==> config.mk <==
export PLATFORM = sky130hd
export DESIGN_NAME = fan_curve_pwm_controller_flat
export DESIGN_NICKNAME = d
export VERILOG_FILES = /design/src/rtl/fcp_pkg.sv /design/src/rtl/fcp_in_if.sv /design/src/rtl/fcp_out_if.sv /design/src/rtl/fcp_cfg_if.sv /design/src/rtl/fan_curve_pwm_controller.sv /design/src/rtl/fcp_cfg_regs.sv /design/src/rtl/fcp_divider.sv /design/src/flat_wrapper.sv
export SDC_FILE = /design/constraint.sdc
export NUM_CORES = 1
export LEC_CHECK = 0
export ABC_AREA = 0
export BUFFER_PORTS_ARGS = -buffer_cell sky130_fd_sc_hd__buf_4
export CAP_MARGIN = 20
export CORE_ASPECT_RATIO = 1.4
export CORE_MARGIN = 2
export CORE_UTILIZATION = 37
export CTS_BUF_LIST = sky130_fd_sc_hd__clkbuf_8
export CTS_CLUSTER_DIAMETER = 100
export DETAILED_ROUTE_END_ITERATION = 16
export PLACE_DENSITY = 0.61
export SLEW_MARGIN = 5
export SYNTH_ARGS = -nofsm -noshare
export SYNTH_HDL_FRONTEND = slang
export SYNTH_HIERARCHICAL = 1
export SYNTH_SLANG_ARGS = --single-unit
==> constraint.sdc <==
create_clock -name clk -period 8.6 [get_ports clk]
set_clock_uncertainty 0.2 [all_clocks]
set_input_delay 1.72 -clock clk [delete_from_list [all_inputs] [get_ports clk]]
set_output_delay 1.72 -clock clk [all_outputs]
set_load 0.02 [all_outputs]
==> src/rtl/fcp_pkg.sv <==
// shared constants for the fan curve pwm controller
`default_nettype none

package fcp_pkg;

  localparam int TEMP_BITS_DEF = 18;
  localparam int PWM_BITS_DEF  = 8;

  localparam int CFG_IDX_BITS = 3;

  localparam logic [CFG_IDX_BITS-1:0] REG_BASE_TEMP = 3'd0;
  localparam logic [CFG_IDX_BITS-1:0] REG_BASE_PWM  = 3'd1;
  localparam logic [CFG_IDX_BITS-1:0] REG_LOW_TEMP  = 3'd2;
  localparam logic [CFG_IDX_BITS-1:0] REG_LOW_PWM   = 3'd3;
  localparam logic [CFG_IDX_BITS-1:0] REG_HIGH_TEMP = 3'd4;
  localparam logic [CFG_IDX_BITS-1:0] REG_HIGH_PWM  = 3'd5;
  localparam logic [CFG_IDX_BITS-1:0] REG_RISE_BAND = 3'd6;
  localparam logic [CFG_IDX_BITS-1:0] REG_FALL_BAND = 3'd7;

  localparam int BASE_TEMP_RST = 40000;
  localparam int BASE_PWM_RST  = 80;
  localparam int LOW_TEMP_RST  = 45000;
  localparam int LOW_PWM_RST   = 80;
  localparam int HIGH_TEMP_RST = 70000;
  localparam int HIGH_PWM_RST  = 255;
  localparam int RISE_BAND_RST = 2000;
  localparam int FALL_BAND_RST = 2000;

endpackage

`default_nettype wire

==> src/rtl/fcp_in_if.sv <==
// temperature request channel
`default_nettype none

interface fcp_in_if #(
  parameter int TEMP_BITS = fcp_pkg::TEMP_BITS_DEF
);
  logic                 valid;
  logic                 ready;
  logic [TEMP_BITS-1:0] sample_temp;

  modport source (output valid, output sample_temp, input ready);
  modport sink   (input valid, input sample_temp, output ready);
endinterface

`default_nettype wire

==> src/rtl/fcp_out_if.sv <==
// pwm result channel
`default_nettype none

interface fcp_out_if #(
  parameter int PWM_BITS = fcp_pkg::PWM_BITS_DEF
);
  logic                valid;
  logic                ready;
  logic [PWM_BITS-1:0] pwm_out;
  logic                spin_start;

  modport source (output valid, output pwm_out, output spin_start, input ready);
  modport sink   (input valid, input pwm_out, input spin_start, output ready);
endinterface

`default_nettype wire

==> src/rtl/fcp_cfg_if.sv <==
// configuration write channel
`default_nettype none

interface fcp_cfg_if #(
  parameter int DATA_BITS = fcp_pkg::TEMP_BITS_DEF
);
  logic                            valid;
  logic                            ready;
  logic [fcp_pkg::CFG_IDX_BITS-1:0] index;
  logic [DATA_BITS-1:0]            data;

  modport source (output valid, output index, output data, input ready);
  modport sink   (input valid, input index, input data, output ready);
endinterface

`default_nettype wire

==> src/rtl/fan_curve_pwm_controller.sv <==
// interpolated samples pass through check, multiply, divider start, divider wait and spin-up adjust before the result
// samples on a flat part of the curve go from check straight to the spin-up adjust and the result
// samples inside the hysteresis band return to idle from the check state, no result
// throughput: one sample at a time, set by the bit-serial divider (one quotient bit a cycle)
// reset: rst_n synchronous active low, loads the curve defaults, clears the sequencer,
// stored temperature and kick flag, and sets the stored pwm to all ones
`default_nettype none

module fan_curve_pwm_controller #(
  parameter int TEMP_BITS = fcp_pkg::TEMP_BITS_DEF,
  parameter int PWM_BITS  = fcp_pkg::PWM_BITS_DEF
) (
  input  wire logic clk,
  input  wire logic rst_n,
  fcp_in_if.sink    in_chan,
  fcp_out_if.source out_chan,
  fcp_cfg_if.sink   cfg_chan
);

  // product of pwm span and temperature offset, also the divider width
  localparam int NUM_BITS = TEMP_BITS + PWM_BITS;

  // sequencer codes
  localparam logic [2:0] S_IDLE  = 3'd0;
  localparam logic [2:0] S_CHECK = 3'd1;
  localparam logic [2:0] S_MUL   = 3'd2;
  localparam logic [2:0] S_DIVGO = 3'd3;
  localparam logic [2:0] S_DIVWT = 3'd4;
  localparam logic [2:0] S_SPIN  = 3'd5;
  localparam logic [2:0] S_OUT   = 3'd6;

  logic [TEMP_BITS-1:0] base_temp, low_temp, high_temp, rise_band, fall_band;
  logic [PWM_BITS-1:0]  base_pwm, low_pwm, high_pwm;

  logic [2:0]           state_r, state_nxt;
  logic [TEMP_BITS-1:0] t_r, dt_r, span_r, prev_temp_r;
  logic [PWM_BITS-1:0]  diff_r, pwm_r, prev_pwm_r, out_pwm_r;
  logic                 desc_r, kick_r, out_spin_r;
  logic [NUM_BITS-1:0]  prod_r;

  // band and curve decisions on the held sample
  logic [TEMP_BITS:0]   rise_lim, fall_sum;
  logic                 want_upd, below_base, below_low, below_high, desc;

  // divider hookup
  logic                 div_start, div_done;
  logic [NUM_BITS-1:0]  div_num, div_quo;
  logic [PWM_BITS-1:0]  q, interp_pwm;

  // spin-up adjust
  logic                 spin;
  logic [PWM_BITS-1:0]  spin_pwm;

  fcp_cfg_regs #(
    .TEMP_BITS (TEMP_BITS),
    .PWM_BITS  (PWM_BITS)
  ) u_regs (
    .clk       (clk),
    .rst_n     (rst_n),
    .cfg       (cfg_chan),
    .base_temp (base_temp),
    .base_pwm  (base_pwm),
    .low_temp  (low_temp),
    .low_pwm   (low_pwm),
    .high_temp (high_temp),
    .high_pwm  (high_pwm),
    .rise_band (rise_band),
    .fall_band (fall_band)
  );

  // band sums carry one extra bit so a wide band never wraps
  assign rise_lim = {1'b0, prev_temp_r} + {1'b0, rise_band};
  assign fall_sum = {1'b0, t_r} + {1'b0, fall_band};
  assign want_upd = ({1'b0, t_r} > rise_lim) || (fall_sum < {1'b0, prev_temp_r}) ||
                    kick_r || (prev_temp_r == '0) || (prev_pwm_r == '1);

  assign below_base = t_r < base_temp;
  assign below_low  = t_r < low_temp;
  assign below_high = t_r < high_temp;
  assign desc       = high_pwm < low_pwm;

  // a falling segment rounds the quotient up so the result is the floor of the line
  assign div_start = (state_r == S_DIVGO);
  assign div_num   = desc_r ? prod_r + NUM_BITS'(span_r - TEMP_BITS'(1)) : prod_r;

  fcp_divider #(
    .NUM_BITS (NUM_BITS),
    .DEN_BITS (TEMP_BITS)
  ) u_div (
    .clk   (clk),
    .rst_n (rst_n),
    .start (div_start),
    .num   (div_num),
    .den   (span_r),
    .done  (div_done),
    .quo   (div_quo)
  );

  // quotient never exceeds the pwm span, so the low bits hold it
  assign q          = div_quo[PWM_BITS-1:0];
  assign interp_pwm = desc_r ? low_pwm - q : low_pwm + q;

  // fan leaving the off state is raised to at least the start pwm
  assign spin     = (prev_pwm_r == '0) && (pwm_r != '0);
  assign spin_pwm = (spin && (pwm_r < base_pwm)) ? base_pwm : pwm_r;

  // sequencer
  always_comb begin
    state_nxt = state_r;
    unique case (state_r)
      S_IDLE:  if (in_chan.valid) state_nxt = S_CHECK;
      S_CHECK: begin
        if (!want_upd) state_nxt = S_IDLE;
        else if (below_base || below_low || !below_high) state_nxt = S_SPIN;
        else state_nxt = S_MUL;
      end
      S_MUL:   state_nxt = S_DIVGO;
      S_DIVGO: state_nxt = S_DIVWT;
      S_DIVWT: if (div_done) state_nxt = S_SPIN;
      S_SPIN:  state_nxt = S_OUT;
      S_OUT:   if (out_chan.ready) state_nxt = S_IDLE;
      default: state_nxt = S_IDLE;
    endcase
  end

  always_ff @(posedge clk) begin
    if (!rst_n) begin
      state_r     <= S_IDLE;
      prev_temp_r <= '0;
      prev_pwm_r  <= '1;
      kick_r      <= 1'b0;
    end else begin
      state_r <= state_nxt;
      // stored state moves only when a result is committed
      if (state_r == S_SPIN) begin
        prev_temp_r <= t_r;
        prev_pwm_r  <= spin_pwm;
        kick_r      <= spin;
      end
    end
  end

  // datapath registers
  always_ff @(posedge clk) begin
    if (state_r == S_IDLE && in_chan.valid) t_r <= in_chan.sample_temp;
    if (state_r == S_CHECK) begin
      dt_r   <= t_r - low_temp;
      span_r <= high_temp - low_temp;
      desc_r <= desc;
      diff_r <= desc ? low_pwm - high_pwm : high_pwm - low_pwm;
      if (below_base) pwm_r <= '0;
      else if (below_low) pwm_r <= low_pwm;
      else pwm_r <= high_pwm;
    end
    if (state_r == S_MUL) prod_r <= NUM_BITS'(diff_r) * NUM_BITS'(dt_r);
    if (state_r == S_DIVWT && div_done) pwm_r <= interp_pwm;
    if (state_r == S_SPIN) begin
      out_pwm_r  <= spin_pwm;
      out_spin_r <= spin;
    end
  end

  assign in_chan.ready       = (state_r == S_IDLE);
  assign out_chan.valid      = (state_r == S_OUT);
  assign out_chan.pwm_out    = out_pwm_r;
  assign out_chan.spin_start = out_spin_r;

endmodule

`default_nettype wire

==> src/rtl/fcp_cfg_regs.sv <==
// fan curve configuration registers
`default_nettype none

module fcp_cfg_regs #(
  parameter int TEMP_BITS = fcp_pkg::TEMP_BITS_DEF,
  parameter int PWM_BITS  = fcp_pkg::PWM_BITS_DEF
) (
  input  wire logic          clk,
  input  wire logic          rst_n,
  fcp_cfg_if.sink            cfg,
  output logic [TEMP_BITS-1:0] base_temp,
  output logic [PWM_BITS-1:0]  base_pwm,
  output logic [TEMP_BITS-1:0] low_temp,
  output logic [PWM_BITS-1:0]  low_pwm,
  output logic [TEMP_BITS-1:0] high_temp,
  output logic [PWM_BITS-1:0]  high_pwm,
  output logic [TEMP_BITS-1:0] rise_band,
  output logic [TEMP_BITS-1:0] fall_band
);

  logic [TEMP_BITS-1:0] base_temp_r, low_temp_r, high_temp_r, rise_band_r, fall_band_r;
  logic [PWM_BITS-1:0]  base_pwm_r, low_pwm_r, high_pwm_r;
  logic [TEMP_BITS-1:0] wr_temp;
  logic [PWM_BITS-1:0]  wr_pwm;

  assign cfg.ready = 1'b1;
  assign wr_temp   = cfg.data[TEMP_BITS-1:0];
  assign wr_pwm    = cfg.data[PWM_BITS-1:0];

  always_ff @(posedge clk) begin
    if (!rst_n) begin
      base_temp_r <= TEMP_BITS'(fcp_pkg::BASE_TEMP_RST);
      base_pwm_r  <= PWM_BITS'(fcp_pkg::BASE_PWM_RST);
      low_temp_r  <= TEMP_BITS'(fcp_pkg::LOW_TEMP_RST);
      low_pwm_r   <= PWM_BITS'(fcp_pkg::LOW_PWM_RST);
      high_temp_r <= TEMP_BITS'(fcp_pkg::HIGH_TEMP_RST);
      high_pwm_r  <= PWM_BITS'(fcp_pkg::HIGH_PWM_RST);
      rise_band_r <= TEMP_BITS'(fcp_pkg::RISE_BAND_RST);
      fall_band_r <= TEMP_BITS'(fcp_pkg::FALL_BAND_RST);
    end else if (cfg.valid) begin
      unique case (cfg.index)
        fcp_pkg::REG_BASE_TEMP: base_temp_r <= wr_temp;
        fcp_pkg::REG_BASE_PWM:  base_pwm_r  <= wr_pwm;
        fcp_pkg::REG_LOW_TEMP:  low_temp_r  <= wr_temp;
        fcp_pkg::REG_LOW_PWM:   low_pwm_r   <= wr_pwm;
        fcp_pkg::REG_HIGH_TEMP: high_temp_r <= wr_temp;
        fcp_pkg::REG_HIGH_PWM:  high_pwm_r  <= wr_pwm;
        fcp_pkg::REG_RISE_BAND: rise_band_r <= wr_temp;
        fcp_pkg::REG_FALL_BAND: fall_band_r <= wr_temp;
        default: ;
      endcase
    end
  end

  assign base_temp = base_temp_r;
  assign base_pwm  = base_pwm_r;
  assign low_temp  = low_temp_r;
  assign low_pwm   = low_pwm_r;
  assign high_temp = high_temp_r;
  assign high_pwm  = high_pwm_r;
  assign rise_band = rise_band_r;
  assign fall_band = fall_band_r;

endmodule

`default_nettype wire

==> src/rtl/fcp_divider.sv <==
// restoring divider, one quotient bit per cycle
`default_nettype none

module fcp_divider #(
  parameter int NUM_BITS = fcp_pkg::TEMP_BITS_DEF + fcp_pkg::PWM_BITS_DEF,
  parameter int DEN_BITS = fcp_pkg::TEMP_BITS_DEF
) (
  input  wire logic                clk,
  input  wire logic                rst_n,
  input  wire logic                start,
  input  wire logic [NUM_BITS-1:0] num,
  input  wire logic [DEN_BITS-1:0] den,
  output logic                     done,
  output logic [NUM_BITS-1:0]      quo
);

  localparam int CNT_BITS = $clog2(NUM_BITS + 1);

  logic [NUM_BITS-1:0] num_r, quo_r;
  logic [DEN_BITS-1:0] den_r, rem_r, rem_nxt;
  logic [CNT_BITS-1:0] cnt_r;
  logic                busy_r, done_r;
  logic [DEN_BITS:0]   trial, trial_sub;
  logic                fits;

  // shift in the next numerator bit and try a subtract
  assign trial     = {rem_r, num_r[NUM_BITS-1]};
  assign trial_sub = trial - {1'b0, den_r};
  assign fits      = trial >= {1'b0, den_r};
  assign rem_nxt   = fits ? trial_sub[DEN_BITS-1:0] : trial[DEN_BITS-1:0];

  always_ff @(posedge clk) begin
    if (!rst_n) begin
      busy_r <= 1'b0;
      done_r <= 1'b0;
      cnt_r  <= '0;
    end else begin
      done_r <= 1'b0;
      if (start) begin
        busy_r <= 1'b1;
        cnt_r  <= CNT_BITS'(NUM_BITS);
      end else if (busy_r) begin
        cnt_r <= cnt_r - CNT_BITS'(1);
        if (cnt_r == CNT_BITS'(1)) begin
          busy_r <= 1'b0;
          done_r <= 1'b1;
        end
      end
    end
  end

  always_ff @(posedge clk) begin
    if (start) begin
      num_r <= num;
      den_r <= den;
      rem_r <= '0;
      quo_r <= '0;
    end else if (busy_r) begin
      num_r <= num_r << 1;
      rem_r <= rem_nxt;
      quo_r <= {quo_r[NUM_BITS-2:0], fits};
    end
  end

  assign done = done_r;
  assign quo  = quo_r;

endmodule

`default_nettype wire
==> src/flat_wrapper.sv <==
// flat-port wrapper written by rule: the top's interface ports become plain ports
module fan_curve_pwm_controller_flat 
#(
  parameter int TEMP_BITS = fcp_pkg::TEMP_BITS_DEF,
  parameter int PWM_BITS  = fcp_pkg::PWM_BITS_DEF
)
  (clk, rst_n, in_chan_valid, in_chan_sample_temp, in_chan_ready, out_chan_valid, out_chan_pwm_out, out_chan_spin_start, out_chan_ready, cfg_chan_valid, cfg_chan_index, cfg_chan_data, cfg_chan_ready);
  fcp_in_if #(.TEMP_BITS(TEMP_BITS)) in_chan_i ();
  fcp_out_if #(.PWM_BITS(PWM_BITS)) out_chan_i ();
  fcp_cfg_if cfg_chan_i ();
  input  wire logic clk;
  input  wire logic rst_n;
  input wire logic [$bits(in_chan_i.valid)-1:0] in_chan_valid;
  input wire logic [$bits(in_chan_i.sample_temp)-1:0] in_chan_sample_temp;
  output wire logic [$bits(in_chan_i.ready)-1:0] in_chan_ready;
  output wire logic [$bits(out_chan_i.valid)-1:0] out_chan_valid;
  output wire logic [$bits(out_chan_i.pwm_out)-1:0] out_chan_pwm_out;
  output wire logic [$bits(out_chan_i.spin_start)-1:0] out_chan_spin_start;
  input wire logic [$bits(out_chan_i.ready)-1:0] out_chan_ready;
  input wire logic [$bits(cfg_chan_i.valid)-1:0] cfg_chan_valid;
  input wire logic [$bits(cfg_chan_i.index)-1:0] cfg_chan_index;
  input wire logic [$bits(cfg_chan_i.data)-1:0] cfg_chan_data;
  output wire logic [$bits(cfg_chan_i.ready)-1:0] cfg_chan_ready;
  assign in_chan_i.valid = in_chan_valid;
  assign in_chan_i.sample_temp = in_chan_sample_temp;
  assign in_chan_ready = in_chan_i.ready;
  assign out_chan_valid = out_chan_i.valid;
  assign out_chan_pwm_out = out_chan_i.pwm_out;
  assign out_chan_spin_start = out_chan_i.spin_start;
  assign out_chan_i.ready = out_chan_ready;
  assign cfg_chan_i.valid = cfg_chan_valid;
  assign cfg_chan_i.index = cfg_chan_index;
  assign cfg_chan_i.data = cfg_chan_data;
  assign cfg_chan_ready = cfg_chan_i.ready;
  fan_curve_pwm_controller #(.TEMP_BITS(TEMP_BITS), .PWM_BITS(PWM_BITS)) u_core (.clk(clk), .rst_n(rst_n), .in_chan(in_chan_i), .out_chan(out_chan_i), .cfg_chan(cfg_chan_i));
endmodule
==> results by stage <==
Clocking:
- The post-CTS setup buffer count is 0.
- TritonCTS built the clock tree.
- CTS saw 327 sinks.
- After clock tree synthesis, the clock-pin slew on the worst setup and hold paths is 70 ps.
- In this run, CTS created clock tree buffers numbering 54.
- The H-tree level count is 2.
- The root buffer cell chosen for the clock tree is sky130_fd_sc_hd__clkbuf_8.
- The buffer levels on the longest clock path is 3.
- At the later pin of the worst-skew pair, clock insertion delay measures 660 ps.
- The number of gates resized after CTS is 0.
- The number of hold buffers added after CTS was 0.

Worst setup path:
- Among the stages of the critical path, the cell type that occurs most often is sky130_fd_sc_hd__o21ai_0.
- Traced cell by cell, the critical path runs through ha_1, fa_1, a21o_1, a21oi_1, o21ai_0, a21oi_1, o21ai_0, a21oi_1, o21ai_0, a21o_1, a21oi_1, xnor2_1, ha_1, a21o_1, a211oi_1, o21ai_0, a211oi_1, o21ai_0, a211oi_1, o31ai_1, o21ai_0, and4_1.
- The register-to-register setup slack is 2560 ps.
- The cell depth of the worst flop-to-flop path is 22.
- The worst register-to-register path ends at u_core/state_r[0].
- The setup path with the least slack is of type flip-flop to flip-flop.
- Broken down by cell family, the worst path's largest delay share belongs to compound AO/OA/AOI/OAI gates.
- For the worst setup path, the data arrival time is 6440 ps.
- The critical path startpoint category is a flip-flop.
- STA classifies the critical path endpoint as a flip-flop.
- Along the worst path, the maximum fanout reaches 4.
- On the worst path, the slowest cell contributes a delay of 650 ps.
- At the worst endpoint, the required time is 9000 ps.
- The number of buffers and inverters on the critical path is 0.
- The library cell contributing the largest single delay on the critical path is sky130_fd_sc_hd__a211oi_1.
- The startpoint identified for the worst register-to-register timing path is u_core/t_r[0].

Logic synthesis:
- Counting every instance in the synthesized netlist gives 2619.
- The post-synth net total is 3030.
- The number of synthesis warnings is 6.
- The synthesized cell area is 25050 um^2.
- In this run the mean area of a mapped cell was 9.566 um^2.

Place:
- The routability congestion estimate is 0.8674.
- Detailed placement finished with a half-perimeter wire length of 48.08 mm.
- The number of port buffers is 54.
- Before CTS, the worst setup slack after placement is 2740 ps.

STA:
- After routing, the total negative slack on setup checks comes to 0 ps.
- Setup slack on the critical path of the routed design comes to 2562 ps.
- Measured against its own limit, the worst slew margin works out to 30.68%.
- The total count of hold-check failures in the final report came to 0.
- Setup repair after global routing left no endpoint under its margin.
- Derived from the worst setup path, the maximum achievable clock frequency is 0.1656 GHz.
- The count of pins over their slew limit was 0.
- The worst-margin pin slew is 1039 ps.
- After layout, the minimum clock period comes to 6038 ps.
- The period utilization is 70.21%.
- Setup violations remaining at the end of the flow were counted as 0.

Run status:
- The run finished with clean final reports.

Drt:
- The DRC violation count after routing is 0.
- The final layout contains routed wiring with a total length of 61.32 mm.
- The first routing iteration left 797 violations.
- The detailed router placed 18.57k vias in this run.
- The first-pass iteration count of the detailed router is 5.
- The count of nets left with antenna violations once routing finished came out at 0.
- The routed wirelength normalized by instance count is 17.27 um.
- The vias per cell is 5.232.

Pwr:
- The total net switching power is 4252 uW.
- The switching power share of the total is 42.06%.
- The share of total power in sequential cells is 23.8%.
- The combinational share of power is 60.6%.
- The leakage power is 0.01217 uW.
- The power per cell area is 367.6 nW/um^2.
- The clock share of power is 15.6%.
- The internal power of the cells totals 5859 uW.
- Across the VDD grid, the largest voltage drop is 0.3696 mV.

Die:
- Once the floorplan was initialized, standard cells occupied 37.48% of the core.
- After floorplanning, the core was sized to cover 66840 um^2.
- For this design the top-level I/O count stands at 56.
- The floorplan step set the die width to 223.9 um.
- The cell row count is 112.
- The die is 311.9 um tall.
- The die covers 69840 um^2.

Min path:
- The end point of the most critical hold path is u_core/u_regs/base_pwm[1].
- The worst hold path was traced through 2 stages.
- The startpoint identified for the worst hold timing path is u_core/u_regs/base_pwm[1].
- The classification of the worst-slack hold path is flip-flop to flip-flop.

Cells and area:
- The area overhead of the layout relative to synthesis is 9.778%.
- The layout has 6449 filler cells.
- The fraction of layout cells with a size suffix above 1 is 8.726%.
- The layout net count is 3064.

Global routing:
- The overall global routing resource usage is 17.63%.
- Entering global routing, the biggest net connects 79 pins.
- The first-pass GRT wire length is 99.62 mm.
- Global routing used 18.94% of the available met1 tracks.
- The initial antenna violation count is 1.
- In the global route stage, met2 resource usage came out at 33.76%.
- The via count of the first global-routing pass came to 19.64k.
- The sum of overflow across all layers after global routing is 0.
- The highest-utilization routing layer at the global route stage is met2.
- Global routing consumed, on the met3 layer, 2.583% of the routing resources.

Run:
- The max capacitance violation total is 0.
## per-stage QoR
| step | hold slack [ps] | instances | total power, uW | util, % | cell area [um^2] |
|---|---|---|---|---|---|
| floorplan | 234.7 | 2619 | 7243 | - | 25050 |
| global placement | 243.9 | 3448 | 8327 | 39.24 | 26230 |
| detailed placement | 254.1 | 3449 | 8549 | 39.25 | 26230 |
| CTS | 263.0 | 3545 | 10180 | 41.08 | 27460 |
| global route | 284.8 | 3549 | 11110 | 41.14 | 27500 |
| finish | 261.4 | 3550 | 10110 | 41.15 | 27500 |
## per-layer routing
layer / routed length (um) / vias to the layer above
met3: 1708 / 132
met4: 2515 / 0
met1: 24440 / 9007
li1: - / 9163
met5: 0 / -
met2: 32650 / 272
## final cells by class
class                           instances  area [um^2]  area share [%]
Inverter                              270         1013           3.685
Timing Repair Buffer                   69        538.0           1.956
Multi-Input combinational cell       1931        15610           56.75
Tap cell                              855         1070           3.890
Clock buffer                           59        812.0           2.952
Clock inverter                         37        410.4           1.492
Sequential cell                       327         8048           29.26
Antenna cell                            2        5.005         0.01820
## state kept, by name (all words and copies together), names as in the netlist, 18 cells and up
register / cells
u_core/dt_r: 18
u_core/u_div/num_r: 26
u_core/u_regs/rise_band: 18
u_core/u_regs/base_temp: 18
u_core/u_regs/high_temp: 18
u_core/u_div/rem_r: 18
u_core/prev_temp_r: 18
u_core/u_regs/fall_band: 18
u_core/prod_r: 26
u_core/t_r: 18
u_core/u_div/den_r: 18
u_core/u_regs/low_temp: 18
u_core/span_r: 18
## power groups by stage
stage                     clock [uW]  sequential (uW)  combinational [uW]
after global routing            1690             2430                6980
final                           1580             2400                6130
after global placement             0             2430                5890
after floorplan                    0             2310                4930
after CTS                       1630             2410                6140
after detailed placement           0             2440                6110
## worst max path at each step
| stage | from | endpoint | depth (start not counted) |
|---|---|---|---|
| 6_report | u_core/t_r[0] | u_core/state_r[0] | 22 |
| 5_1_grt | u_core/t_r[0] | u_core/state_r[0] | 22 |
| 4_1_cts | u_core/t_r[0] | u_core/state_r[0] | 22 |
| 3_5_place_dp | u_core/t_r[0] | u_core/state_r[0] | 22 |
| 3_3_place_gp | u_core/t_r[0] | u_core/state_r[0] | 22 |
| 2_1_floorplan | u_core/diff_r[7] | u_core/prod_r[25] | 19 |
## worst register-to-register path, stage by stage (launching register included)
cell and delay (ps):
sky130_fd_sc_hd__edfxtp_1 440, sky130_fd_sc_hd__ha_1 240, sky130_fd_sc_hd__fa_1 400, sky130_fd_sc_hd__a21o_1 180, sky130_fd_sc_hd__a21oi_1 290, sky130_fd_sc_hd__o21ai_0 170
sky130_fd_sc_hd__a21oi_1 430, sky130_fd_sc_hd__o21ai_0 150, sky130_fd_sc_hd__a21oi_1 270, sky130_fd_sc_hd__o21ai_0 210, sky130_fd_sc_hd__a21o_1 230, sky130_fd_sc_hd__a21oi_1 190
sky130_fd_sc_hd__xnor2_1 140, sky130_fd_sc_hd__ha_1 260, sky130_fd_sc_hd__a21o_1 180, sky130_fd_sc_hd__a211oi_1 250, sky130_fd_sc_hd__o21ai_0 130, sky130_fd_sc_hd__a211oi_1 270
sky130_fd_sc_hd__o21ai_0 150, sky130_fd_sc_hd__a211oi_1 650, sky130_fd_sc_hd__o31ai_1 200, sky130_fd_sc_hd__o21ai_0 170, sky130_fd_sc_hd__and4_1 190
## cells in the final DEF, fill, tap and decap left out, drive strengths merged, types with 24 or more instances in the layout
cell type,instances
dfxtp,177
nand2b,26
a21o,61
fa,105
a211oi,30
mux2,49
o21a,25
clkinv,24
nand3,29
nor2,110
xnor2,92
nor2b,92
inv,274
a21oi,124
mux2i,137
nand2,277
a21boi,29
edfxtp,150
o21ai,99
xor2,61
clkbuf,59
and2,78
nor3,29
buf,69
ha,262
Note: power is estimated with default switching activity, not from simulation.
